File: src/hw/rtl/utf8v_pkg.sv
// utf8v_pkg: shared types, status codes and lead byte decode for the utf-8 validator
// no dependencies; used by utf8v_step, the validator top, its checker and testbench
`default_nettype none

package utf8v_pkg;

    // output position width, fixed by the result fields
    localparam int POS_OUT_BITS  = 32;
    localparam int POSITION_BITS_DEFAULT = 32;

    typedef logic [2:0] t_status;

    localparam t_status ST_OK        = 3'd0;
    localparam t_status ST_VALID     = 3'd1;
    localparam t_status ST_BAD_START = 3'd2;
    localparam t_status ST_BAD_CONT  = 3'd3;
    localparam t_status ST_UNEXP_END = 3'd4;

    localparam logic [7:0] LEAD2_LO  = 8'hC2;
    localparam logic [7:0] LEAD2_HI  = 8'hDF;
    localparam logic [7:0] LEAD3_LO  = 8'hE0;
    localparam logic [7:0] LEAD3_HI  = 8'hEF;
    localparam logic [7:0] LEAD4_LO  = 8'hF0;
    localparam logic [7:0] LEAD4_HI  = 8'hF4;
    localparam logic [7:0] CONT_MASK = 8'hC0;
    localparam logic [7:0] CONT_TAG  = 8'h80;

    localparam logic [2:0] LEN_NONE = 3'd0;
    localparam logic [2:0] LEN_TWO  = 3'd2;
    localparam logic [2:0] LEN_THREE = 3'd3;
    localparam logic [2:0] LEN_FOUR = 3'd4;

    typedef struct packed {
        t_status                  status;
        logic [POS_OUT_BITS-1:0]  error_start;
        logic [POS_OUT_BITS-1:0]  error_stop;
        logic [7:0]               error_value;
        logic                     stream_done;
    } t_result;

    // sequence length opened by a lead byte, zero if not a legal lead
    function automatic logic [2:0] lead_length(input logic [7:0] b);
        logic [2:0] len;
        case (b) inside
            [LEAD2_LO:LEAD2_HI]: len = LEN_TWO;
            [LEAD3_LO:LEAD3_HI]: len = LEN_THREE;
            [LEAD4_LO:LEAD4_HI]: len = LEN_FOUR;
            default:             len = LEN_NONE;
        endcase
        return len;
    endfunction

endpackage

`default_nettype wire

File: src/hw/rtl/utf8_structural_validator.sv
// utf8_structural_validator: top level, input and result registers with handshake
// depends on utf8v_pkg and utf8v_step
//
// usage
// - input channel: i_in_valid / o_in_stall carry one stream byte per transaction
//   (i_data_byte) and a flag on the last byte of the stream (i_final_byte)
// - output channel: o_out_valid / i_out_stall carry one result per input byte:
//   status, error span, offending byte and o_stream_done on the closing result
// - a transaction completes at a rising edge with valid high and stall low
// - a byte taken waits in the input register, then moves to the result register
// - throughput: one byte per clock while the receiver does not stall, limited by
//   the single check stage between the input register and the result register
// - the first error of a stream is held and repeated until the final byte;
//   the stream after that starts again at position 0
// - reset (synchronous, active low) empties both registers and clears all
//   stream state; o_in_stall is low right after reset
// - when the receiver stalls, the result register holds; a byte already in the
//   input register waits there and o_in_stall rises until the result is taken
`default_nettype none

module utf8_structural_validator
    import utf8v_pkg::*;
#(
    parameter int POSITION_BITS = POSITION_BITS_DEFAULT
) (
    input  wire logic                    i_clk,
    input  wire logic                    i_rst_n,
    // input channel
    input  wire logic                    i_in_valid,
    output logic                         o_in_stall,
    input  wire logic [7:0]              i_data_byte,
    input  wire logic                    i_final_byte,
    // output channel
    output logic                         o_out_valid,
    input  wire logic                    i_out_stall,
    output logic [2:0]                   o_status,
    output logic [POS_OUT_BITS-1:0]      o_error_start,
    output logic [POS_OUT_BITS-1:0]      o_error_stop,
    output logic [7:0]                   o_error_value,
    output logic                         o_stream_done
);

    // input register
    logic       r_in_valid;
    logic [7:0] r_in_byte;
    logic       r_in_final;

    // result register
    logic       r_out_valid;
    t_result    r_out;
    t_result    n_out;

    logic       in_take;
    logic       advance;

    // the check stage moves when the result register is empty or being drained
    assign advance    = r_in_valid && (!r_out_valid || !i_out_stall);
    assign o_in_stall = r_in_valid && !advance;
    assign in_take    = i_in_valid && !o_in_stall;

    always_ff @(posedge i_clk) begin
        if (!i_rst_n) begin
            r_in_valid <= 1'b0;
        end else if (in_take) begin
            r_in_valid <= 1'b1;
        end else if (advance) begin
            r_in_valid <= 1'b0;
        end
    end

    // payload, no reset needed
    always_ff @(posedge i_clk) begin
        if (in_take) begin
            r_in_byte  <= i_data_byte;
            r_in_final <= i_final_byte;
        end
    end

    utf8v_step #(
        .POSITION_BITS (POSITION_BITS)
    ) u_step (
        .i_clk        (i_clk),
        .i_rst_n      (i_rst_n),
        .i_advance    (advance),
        .i_data_byte  (r_in_byte),
        .i_final_byte (r_in_final),
        .o_result     (n_out)
    );

    always_ff @(posedge i_clk) begin
        if (!i_rst_n) begin
            r_out_valid <= 1'b0;
        end else if (advance) begin
            r_out_valid <= 1'b1;
        end else if (!i_out_stall) begin
            r_out_valid <= 1'b0;
        end
    end

    always_ff @(posedge i_clk) begin
        if (advance) begin
            r_out <= n_out;
        end
    end

    assign o_out_valid   = r_out_valid;
    assign o_status      = r_out.status;
    assign o_error_start = r_out.error_start;
    assign o_error_stop  = r_out.error_stop;
    assign o_error_value = r_out.error_value;
    assign o_stream_done = r_out.stream_done;

`ifndef SYNTHESIS
    // clean results carry no error span or byte
    a_clean_fields_zero: assert property (@(posedge i_clk) disable iff (!i_rst_n)
        o_out_valid && (o_status == ST_OK || o_status == ST_VALID)
        |-> o_error_start == '0 && o_error_stop == '0 && o_error_value == '0)
        else $error("clean status with nonzero error fields");

    // valid-at-end and unexpected end only appear on the closing result
    a_end_status_closes: assert property (@(posedge i_clk) disable iff (!i_rst_n)
        o_out_valid && (o_status == ST_VALID || o_status == ST_UNEXP_END)
        |-> o_stream_done)
        else $error("end-of-stream status without stream close");

    // a closing result never reports ok so far
    a_close_not_ok: assert property (@(posedge i_clk) disable iff (!i_rst_n)
        o_out_valid && o_stream_done |-> o_status != ST_OK)
        else $error("stream closed with ok-so-far status");

    // a byte parked in the input register moves on once the result is taken
    a_drain_advances: assert property (@(posedge i_clk) disable iff (!i_rst_n)
        r_in_valid && o_out_valid && !i_out_stall |=> o_out_valid)
        else $error("pending byte did not reach the result register");
`endif

endmodule

`default_nettype wire

File: src/hw/rtl/utf8v_step.sv
// utf8v_step: stream state registers and the per-byte check logic
// depends on utf8v_pkg
`default_nettype none

module utf8v_step
    import utf8v_pkg::*;
#(
    parameter int POSITION_BITS = POSITION_BITS_DEFAULT
) (
    input  wire logic       i_clk,
    input  wire logic       i_rst_n,
    input  wire logic       i_advance,
    input  wire logic [7:0] i_data_byte,
    input  wire logic       i_final_byte,
    output t_result         o_result
);

    localparam logic [POSITION_BITS-1:0] POS_MAX = {POSITION_BITS{1'b1}};

    logic [POSITION_BITS-1:0] r_byte_pos, n_byte_pos;
    logic [POSITION_BITS-1:0] r_lead_pos, n_lead_pos;
    logic [7:0]               r_lead_val, n_lead_val;
    logic [2:0]               r_seq_len, n_seq_len;
    logic [2:0]               r_collected, n_collected;
    logic [2:0]               r_bad_off, n_bad_off;
    logic [7:0]               r_bad_val, n_bad_val;
    t_status                  r_sticky, n_sticky;
    logic [POSITION_BITS-1:0] r_held_start, n_held_start;
    logic [POSITION_BITS-1:0] r_held_stop, n_held_stop;
    logic [7:0]               r_held_val, n_held_val;

    logic [POSITION_BITS-1:0] next_pos;
    logic [2:0]               collected_inc;
    logic                     cont_bad;
    logic [2:0]               bad_off;
    logic [7:0]               bad_val;
    logic [2:0]               lead_len;
    logic [POSITION_BITS:0]   sum_start;
    logic [POSITION_BITS:0]   sum_stop;
    logic [POSITION_BITS-1:0] sat_start;
    logic [POSITION_BITS-1:0] sat_stop;
    t_status                  status;
    logic [POSITION_BITS-1:0] es;
    logic [POSITION_BITS-1:0] et;
    logic [7:0]               ev;
    logic                     fresh;

    always_comb begin
        next_pos      = (r_byte_pos == POS_MAX) ? POS_MAX : r_byte_pos + 1'b1;
        collected_inc = r_collected + 3'd1;
        cont_bad      = (i_data_byte & CONT_MASK) != CONT_TAG;
        // offset of this byte in its sequence is the count before increment
        bad_off       = (cont_bad && r_bad_off == 3'd0) ? r_collected : r_bad_off;
        bad_val       = (cont_bad && r_bad_off == 3'd0) ? i_data_byte : r_bad_val;
        lead_len      = lead_length(i_data_byte);
        // saturating lead + offset and lead + offset + 1, side by side
        sum_start = {1'b0, r_lead_pos} + {{(POSITION_BITS-2){1'b0}}, bad_off};
        sum_stop  = {1'b0, r_lead_pos}
                  + {{(POSITION_BITS-2){1'b0}}, bad_off + 3'd1};
        sat_start = sum_start[POSITION_BITS] ? POS_MAX : sum_start[POSITION_BITS-1:0];
        sat_stop  = sum_stop[POSITION_BITS]  ? POS_MAX : sum_stop[POSITION_BITS-1:0];
    end

    always_comb begin
        status       = ST_OK;
        es           = '0;
        et           = '0;
        ev           = '0;
        fresh        = 1'b0;
        n_byte_pos   = next_pos;
        n_lead_pos   = r_lead_pos;
        n_lead_val   = r_lead_val;
        n_seq_len    = r_seq_len;
        n_collected  = r_collected;
        n_bad_off    = r_bad_off;
        n_bad_val    = r_bad_val;
        n_sticky     = r_sticky;
        n_held_start = r_held_start;
        n_held_stop  = r_held_stop;
        n_held_val   = r_held_val;

        if (r_sticky != ST_OK) begin
            status = r_sticky;
            es     = r_held_start;
            et     = r_held_stop;
            ev     = r_held_val;
        end else if (r_seq_len != 3'd0) begin
            n_collected = collected_inc;
            n_bad_off   = bad_off;
            n_bad_val   = bad_val;
            if (collected_inc >= r_seq_len) begin
                if (bad_off != 3'd0) begin
                    status = ST_BAD_CONT;
                    es     = sat_start;
                    et     = sat_stop;
                    ev     = bad_val;
                    fresh  = 1'b1;
                end
                n_seq_len   = 3'd0;
                n_collected = 3'd0;
                n_bad_off   = 3'd0;
                n_bad_val   = '0;
            end else if (i_final_byte) begin
                status = ST_UNEXP_END;
                es     = r_lead_pos;
                et     = next_pos;
                ev     = r_lead_val;
                fresh  = 1'b1;
            end
        end else if (i_data_byte[7]) begin
            if (lead_len == LEN_NONE) begin
                status = ST_BAD_START;
                es     = r_byte_pos;
                et     = next_pos;
                ev     = i_data_byte;
                fresh  = 1'b1;
            end else begin
                n_seq_len   = lead_len;
                n_collected = 3'd1;
                n_lead_pos  = r_byte_pos;
                n_lead_val  = i_data_byte;
                n_bad_off   = 3'd0;
                n_bad_val   = '0;
                if (i_final_byte) begin
                    status = ST_UNEXP_END;
                    es     = r_byte_pos;
                    et     = next_pos;
                    ev     = i_data_byte;
                    fresh  = 1'b1;
                end
            end
        end

        if (fresh) begin
            n_sticky     = status;
            n_held_start = es;
            n_held_stop  = et;
            n_held_val   = ev;
        end

        if (i_final_byte) begin
            if (status == ST_OK) begin
                status = ST_VALID;
            end
            n_byte_pos   = '0;
            n_lead_pos   = '0;
            n_lead_val   = '0;
            n_seq_len    = 3'd0;
            n_collected  = 3'd0;
            n_bad_off    = 3'd0;
            n_bad_val    = '0;
            n_sticky     = ST_OK;
            n_held_start = '0;
            n_held_stop  = '0;
            n_held_val   = '0;
        end
    end

    always_ff @(posedge i_clk) begin
        if (!i_rst_n) begin
            r_byte_pos   <= '0;
            r_lead_pos   <= '0;
            r_lead_val   <= '0;
            r_seq_len    <= 3'd0;
            r_collected  <= 3'd0;
            r_bad_off    <= 3'd0;
            r_bad_val    <= '0;
            r_sticky     <= ST_OK;
            r_held_start <= '0;
            r_held_stop  <= '0;
            r_held_val   <= '0;
        end else if (i_advance) begin
            r_byte_pos   <= n_byte_pos;
            r_lead_pos   <= n_lead_pos;
            r_lead_val   <= n_lead_val;
            r_seq_len    <= n_seq_len;
            r_collected  <= n_collected;
            r_bad_off    <= n_bad_off;
            r_bad_val    <= n_bad_val;
            r_sticky     <= n_sticky;
            r_held_start <= n_held_start;
            r_held_stop  <= n_held_stop;
            r_held_val   <= n_held_val;
        end
    end

    // positions leave on a fixed-width field
    generate
        if (POSITION_BITS >= POS_OUT_BITS) begin : g_cut
            assign o_result.error_start = es[POS_OUT_BITS-1:0];
            assign o_result.error_stop  = et[POS_OUT_BITS-1:0];
        end else begin : g_ext
            assign o_result.error_start = {{(POS_OUT_BITS-POSITION_BITS){1'b0}}, es};
            assign o_result.error_stop  = {{(POS_OUT_BITS-POSITION_BITS){1'b0}}, et};
        end
    endgenerate

    assign o_result.status      = status;
    assign o_result.error_value = ev;
    assign o_result.stream_done = i_final_byte;

endmodule

`default_nettype wire

File: config.mk
export PLATFORM = sky130hd
export DESIGN_NAME = utf8_structural_validator
export DESIGN_NICKNAME = d
export VERILOG_FILES = /design/src/hw/rtl/utf8v_pkg.sv /design/src/hw/rtl/utf8_structural_validator.sv /design/src/hw/rtl/utf8v_step.sv
export SDC_FILE = /design/constraint.sdc
export NUM_CORES = 1
export LEC_CHECK = 0
export BUFFER_PORTS_ARGS = -buffer_cell sky130_fd_sc_hd__buf_2
export CORE_UTILIZATION = 25
export CTS_CLUSTER_DIAMETER = 30
export DETAILED_ROUTE_END_ITERATION = 10
export PLACE_DENSITY_LB_ADDON = 0.2
export SLEW_MARGIN = 10
export SYNTH_ARGS = -nofsm -noshare
export SYNTH_HDL_FRONTEND = slang
export SYNTH_HIERARCHICAL = 1
export SYNTH_SLANG_ARGS = --single-unit
File: constraint.sdc
create_clock -name i_clk -period 10.6 [get_ports i_clk]
set_clock_uncertainty 0.2 [all_clocks]
set_input_delay 1.06 -clock i_clk [delete_from_list [all_inputs] [get_ports i_clk]]
set_output_delay 1.06 -clock i_clk [all_outputs]
set_load 0.03 [all_outputs]
==> summary.txt, run 1 <==
Global route
  – Initial antenna violation count: 2
  – Vias in the first global route: 11543
  – First-pass GRT wire length: 71.9 mm
  – GRT Util Overall: 0.178
  – Gr ovfl total: 0
  – Largest net degree at the start of global routing: 70

Route
  – DR WL/cell: approximately 21 µm
  – DRT iter0 DRCs: 956
  – Length of the first detailed-routing pass in iterations: 5
  – Via count: 11639
  – DR vias/cell: 5.17
  – Post-route DRC violation count: 0
  – Routed wire length: 47.1 mm
  – Routed Antenna Nets: 0

Critical path
  – WP buf/inv: 1
  – Slowest CP cell: a2111oi_4
  – CP max FO: 37
  – Most used cell, CP: ha_1
  – Worst path cell trace: ha_1 -> xor2_1 -> ha_1 -> a21o_1 -> a31oi_1 -> and3_2 -> nor2_4 -> a2111oi_4 -> buf_4 -> a22o_1
  – CP delay by family, top: compound AO/OA/AOI/OAI gates
  – Crit end category: flop
  – Crit Path Class: reg -> reg
  – Slowest stage delay, CP: approximately 0.85 ns
  – Startpoint Class: flop
  – Critical Path RT: 10.93 ns
  – Worst EP arrival: 4.91 ns

Floorplanning
  – Die height: 229 µm
  – Starting Density: 0.256
  – FP Rows: approximately 80
  – Chip width: 229 µm
  – Die footprint: between 0.05 and 0.06 mm²
  – Core area: 0.0506 mm²
  – IO Pins: a little over 90

Yosys
  – Top cell types by occurrence after synthesis: nand2_1 (177), dfxtp_1 (166), o21ai_0 (135)
  – Post-synthesis sequential area ratio: 0.454
  – Synth Cell Area: 0.0129 mm²
  – Most common cell in the netlist: nand2_1
  – Synthesized instance count: 1465
  – Syn nets: 1492
  – Fraction of registers with async set or reset after synthesis: 0
  – Post-synthesis cell type count: 75
  – Dominant cell type by area after synthesis: dfxtp_1
  – Yosys warnings: 6
  – Largest cells by area after synthesis: dfxtp_1 (26%), edfxtp_1 (20%), o21ai_0 (5.2%), nand2_1 (5.1%), a21oi_1 (3.5%)
  – EDFF count, synth: 85
  – Commonest register cell after synthesis: dfxtp_1
  – Mean Syn Cell Area: 8.83 µm²
  – Share of Yosys cell area claimed by the top area cell type: 0.257
  – Seq cells post-synth: 251

Finish
  – Area of the multi-input gates: 0.00643 mm²
  – FF+latch area: 0.00588 mm²
  – Layout cells sized above 1: 0.173
  – Antenna Cells: 0
  – Fin nets: approximately 1500
  – FILL cells: between 5000 and 6000
  – Area Overhead vs Synth: 25.7%

Placed design
  – Detailed placer's ending HPWL: roughly 32 mm
  – Post-placement worst setup slack: 5.65 ns
  – RePlAce Congestion: 0.917
  – I/O Buffers: 90

Clock network
  – CTS Root Cell: clkbuf_16
  – CTS buffer count: 73
  – Worst-skew pair later-pin latency: 0.59 ns
  – Reg clk slew, reported paths: 0.04 ns
  – CTS sink count: 251
  – CTS tree: done
  – Post-CTS sizing: 0
  – Hold-fix buffers, CTS: 0
  – Deepest clock path buffer count: 3
  – Post-CTS setup buffer count: 0
  – H-tree level count: 3

Run
  – Max-cap violations: 0

STA
  – Max transition margin: 0.190
  – Worst-Margin Slew: approximately 1.2 ns
  – Fin crit period: 4.59 ns
  – Hold Fails Final Rpt: 0
  – Endpoints failing setup: 0
  – Slew Limit Fails: 0
  – RSZ-0062 raised after global routing: false
  – Fmax: 218 MHz
  – Total negative slack: 0 ns
  – Final period util: 0.433
  – Hold slack: 0.251 ns
  – Setup WS post-layout: 6.01 ns

Worst hold path
  – HP Class: reg -> reg

Power and ir drop
  – Worst VDD drop: between 90 and 100 µV
  – Pwr/cell area: between 200 and 250 mW/mm²
  – Lkg Pwr: 5.96 nW

Outcome
  – Outcome: complete, no violations
[sequential cells by signal (all words and copies together) (netlist names)]
signal               count
o_status                 3
r_in_final               1
o_out_valid              1
o_error_value            8
o_error_stop            32
r_in_valid               1
u_step/r_bad_off         3
u_step/r_held_start     32
u_step/r_seq_len         3
u_step/r_lead_val        8
u_step/r_held_stop      32
u_step/r_lead_pos       32
o_stream_done            1
u_step/r_sticky          3
u_step/r_collected       3
r_in_byte                8
u_step/r_held_val        8
u_step/r_byte_pos       32
o_error_start           32
u_step/r_bad_val         8
[worst paths after layout]
kind	endpoint	slack, ns	depth (start not counted)	from
setup / recovery	u_step/r_held_stop[18]	6.01	10	u_step/r_collected[0]
hold / removal	u_step/r_held_start[6]	0.25	2	u_step/r_held_start[6]
setup reg to reg	u_step/r_held_stop[18]	6.01	10	u_step/r_collected[0]
hold reg to reg	u_step/r_held_start[6]	0.25	2	u_step/r_held_start[6]
[metrics by stage]
step	utilization	instances	instance area [µm²]	power [mW]
floorplan	-	1465	12900	1.15
global placement	0.274	2117	13800	1.21
detailed placement	0.274	2117	13800	1.21
CTS	0.322	2253	16300	3.33
global route	0.322	2253	16300	3.40
finish	0.322	2253	16300	3.29
[power by group]
part | internal (mW) | switching, mW | leakage [nW]
combinational | 0.0371 | 0.121 | 2.66
sequential | 1.02 | 0.0109 | 2.13
clock | 1.46 | 0.637 | 1.17
total | 2.52 | 0.769 | 5.96
[routing by layer]
metal	GRT usage	part of all wire
met1	0.232	0.45
met2	0.278	0.46
met3	0.0415	0.061
met4	0.0838	0.036
met5	0	0
[layout by cell type (no fill, tap or decap), types with 18 or more instances in the layout]
cell type	synthesis	routed
nor3_1	28	26
clkbuf_16	0	76
a221oi_1	30	30
nand2_1	177	177
nor2_1	116	116
a21oi_1	91	91
o21ai_0	135	135
nand4_1	27	27
dfxtp_1	166	166
a22o_1	47	47
a21o_1	18	18
nand3_1	87	87
o21a_1	25	24
buf_2	24	90
edfxtp_1	85	85
buf_4	5	24
xnor2_1	39	39
[worst register-to-register path: cells and delay by family, from the launching register on]
kind / cells / cell delay (ns)
AO/OA/AOI/OAI: 4 / 1.70
XOR/XNOR: 1 / 0.15
adder cells (fa/ha/maj): 2 / 0.48
buffers and inverters: 1 / 0.52
flip-flops: 1 / 0.47
AND/OR/NAND/NOR: 2 / 1.01
[cell families after synthesis]
group	count (synthesis)	share of synthesized area
fa+ha+maj	14	0.0147
mux	16	0.0128
flops	251	0.454
buf+inv	150	0.0513
simple gates	529	0.200
compound gates	449	0.229
xor+xnor	56	0.0379
[final cells by class]
type / count / share of cell area
timing repair buffer: 114 / 0.0388
clock inverter: 33 / 0.0182
clock buffer: 103 / 0.131
inverter: 16 / 0.00369
multi-input combinational: 1064 / 0.396
sequential: 251 / 0.361
tap: 672 / 0.0517
No activity file was read; power rests on OpenSTA's default activity.
==> inputs of run 2 (changes only) <==
==> constraint.sdc (replaced) <==
create_clock -name i_clk -period 4.6 [get_ports i_clk]
set_clock_uncertainty 0.2 [all_clocks]
set_input_delay 0.46 -clock i_clk [delete_from_list [all_inputs] [get_ports i_clk]]
set_output_delay 0.46 -clock i_clk [all_outputs]
set_load 0.03 [all_outputs]
==> run 2 against run 1 <==
  * Flip-flop and latch count unchanged
  * Global-route usage rose by 0.45 points
  * Register-to-register slack worse by 5.6 ns
  * Setup slack worse by 5.6 ns
  * Maximum frequency increased by 11%
==> summary.txt, run 2 (same netlist as run 1, synthesis figures left out) <==
Outcome
  – Outcome: complete, no violations

Power and ir drop
  – Power consumption: 8.07 mW
  – Pwr/cell area: 483 mW/mm²
  – Worst VDD drop: around 250 µV
  – Lkg Pwr: between 6 and 7 nW

Critical path
  – Crit Path Class: reg -> reg
  – CP max FO: 8
  – Worst EP arrival: 4.42 ns
  – Critical path origin: r_in_byte[6]
  – Startpoint Class: flop
  – Critical Path RT: 4.87 ns
  – R2r startpoint: r_in_byte[6]
  – Crit end category: flop

Clock network
  – CTS sink count: 251
  – CTS buffer count: between 70 and 80
  – CTS Root Cell: clkbuf_16
  – H-tree level count: 3
  – CTS tree: done
  – Deepest clock path buffer count: 3
  – Worst-skew pair later-pin latency: approximately 0.6 ns
  – Reg clk slew, reported paths: 0.04 ns

Global route
  – Initial antenna violation count: 1
  – Gr ovfl total: 0
  – Largest net degree at the start of global routing: 60
  – Vias in the first global route: between 10000 and 15000
  – First-pass GRT wire length: 73.2 mm
  – GRT Util Overall: 0.183

Worst hold path
  – HP Class: reg -> reg
  – Hold Crit Start: u_step/r_held_start[23]

Placed design
  – Post-placement worst setup slack: 0.564 ns
  – I/O Buffers: 90
  – RePlAce Congestion: 0.897
  – Detailed placer's ending HPWL: 32.9 mm

Run
  – Max-cap violations: 0

Finish
  – Final Util: 0.331
  – Commonest non-fill, non-tap cell in the layout: nand2_1
  – FILL cells: 5170
  – Fin nets: between 1500 and 2000
  – Area Overhead vs Synth: 29.3%
  – Antenna Cells: 0
  – Layout cells sized above 1: 0.182
  – Most frequent cells in the layout: nand2_1 (177), dfxtp_1 (166), o21ai_0 (135)

Route
  – DRT iter0 DRCs: between 1000 and 1500
  – Via count: roughly 12000
  – DR WL/cell: 21.3 µm
  – Post-route DRC violation count: 0
  – Routed wire length: 48.3 mm
  – Routed Antenna Nets: 0
  – DR vias/cell: a little over 5
  – Length of the first detailed-routing pass in iterations: 5

Floorplanning
  – Core area: 0.0506 mm²
  – Chip width: ~230 µm
  – Die height: ~230 µm
  – Starting Density: 0.256
  – FP Rows: 82
  – IO Pins: slightly above 90
  – Die footprint: 0.0527 mm²

STA
  – Slew Limit Fails: 0
  – Worst-Margin Slew: 1.08 ns
  – Fmax: 241 MHz
  – Hold slack: 0.244 ns
  – Setup WS post-layout: 0.454 ns
  – Total negative slack: 0 ns
  – Final period util: 0.901
  – Max transition margin: 0.279
  – Hold Fails Final Rpt: 0
  – Endpoints failing setup: 0
  – Fin crit period: 4.15 ns
  – RSZ-0062 raised after global routing: false
[run 2: final timing paths]
kind              slack (ns)  cells after the start                 endpoint
setup / recovery        0.45                     13   u_step/r_held_stop[22]
hold / removal          0.24                      2  u_step/r_held_start[23]
setup reg to reg        0.45                     13   u_step/r_held_stop[22]
hold reg to reg         0.24                      2  u_step/r_held_start[23]
[run 2: area by class of cell]
cell class              instances  area (µm²)  share of cell area
clock buffers                  98        2130               0.127
clock inverters                38         505              0.0302
inverters                      16        60.1             0.00359
multi-input cells            1064        6450               0.386
flip-flops and latches        251        5880               0.351
well taps                     672         841              0.0503
repair buffers                135         866              0.0518
[run 2: timing repair]
action | in CTS | in global routing
resized for setup | 0 | 0
hold buffers | 11 | 0
hold endpoints to repair | 11 | 0
buffers inserted | 0 | 0
[run 2: routing by layer]
layer | wire length (µm) | up-vias | share of wire | track usage
li1 | - | 5530 | - | -
met1 | 21400 | 5728 | 0.44 | 0.240
met2 | 22100 | 401 | 0.46 | 0.287
met3 | 3170 | 89 | 0.066 | 0.0422
met4 | 1570 | 0 | 0.032 | 0.0763
met5 | 0 | - | 0 | 0
[run 2: through the flow]
step           std cells  area [µm²]
6_report            2274       16700
5_1_grt             2274       16700
4_1_cts             2274       16700
3_5_place_dp        2127       14000
3_3_place_gp        2127       14000
2_1_floorplan       1465       12900
[run 2: report_power, final]
part / internal [mW] / switching (mW) / total [mW] / leakage [nW]
Sequential: 2.35 / 0.0255 / 2.38 / 2.13
Clock: 3.79 / 1.52 / 5.31 / 1.29
Combinational: 0.0985 / 0.286 / 0.385 / 2.77
Total: 6.24 / 1.83 / 8.07 / 6.19
[run 2: critical path, cell delays in order (launching register included)]
cell	delay [ns]
edfxtp_1	0.45
nand2b_1	0.21
a31oi_1	0.39
inv_1	0.12
ha_1	0.21
xor2_1	0.16
ha_1	0.33
nor2b_1	0.19
o21ai_1	0.65
nor3_1	0.20
xor2_1	0.19
o21ai_0	0.33
nand3_1	0.16
a22o_1	0.22
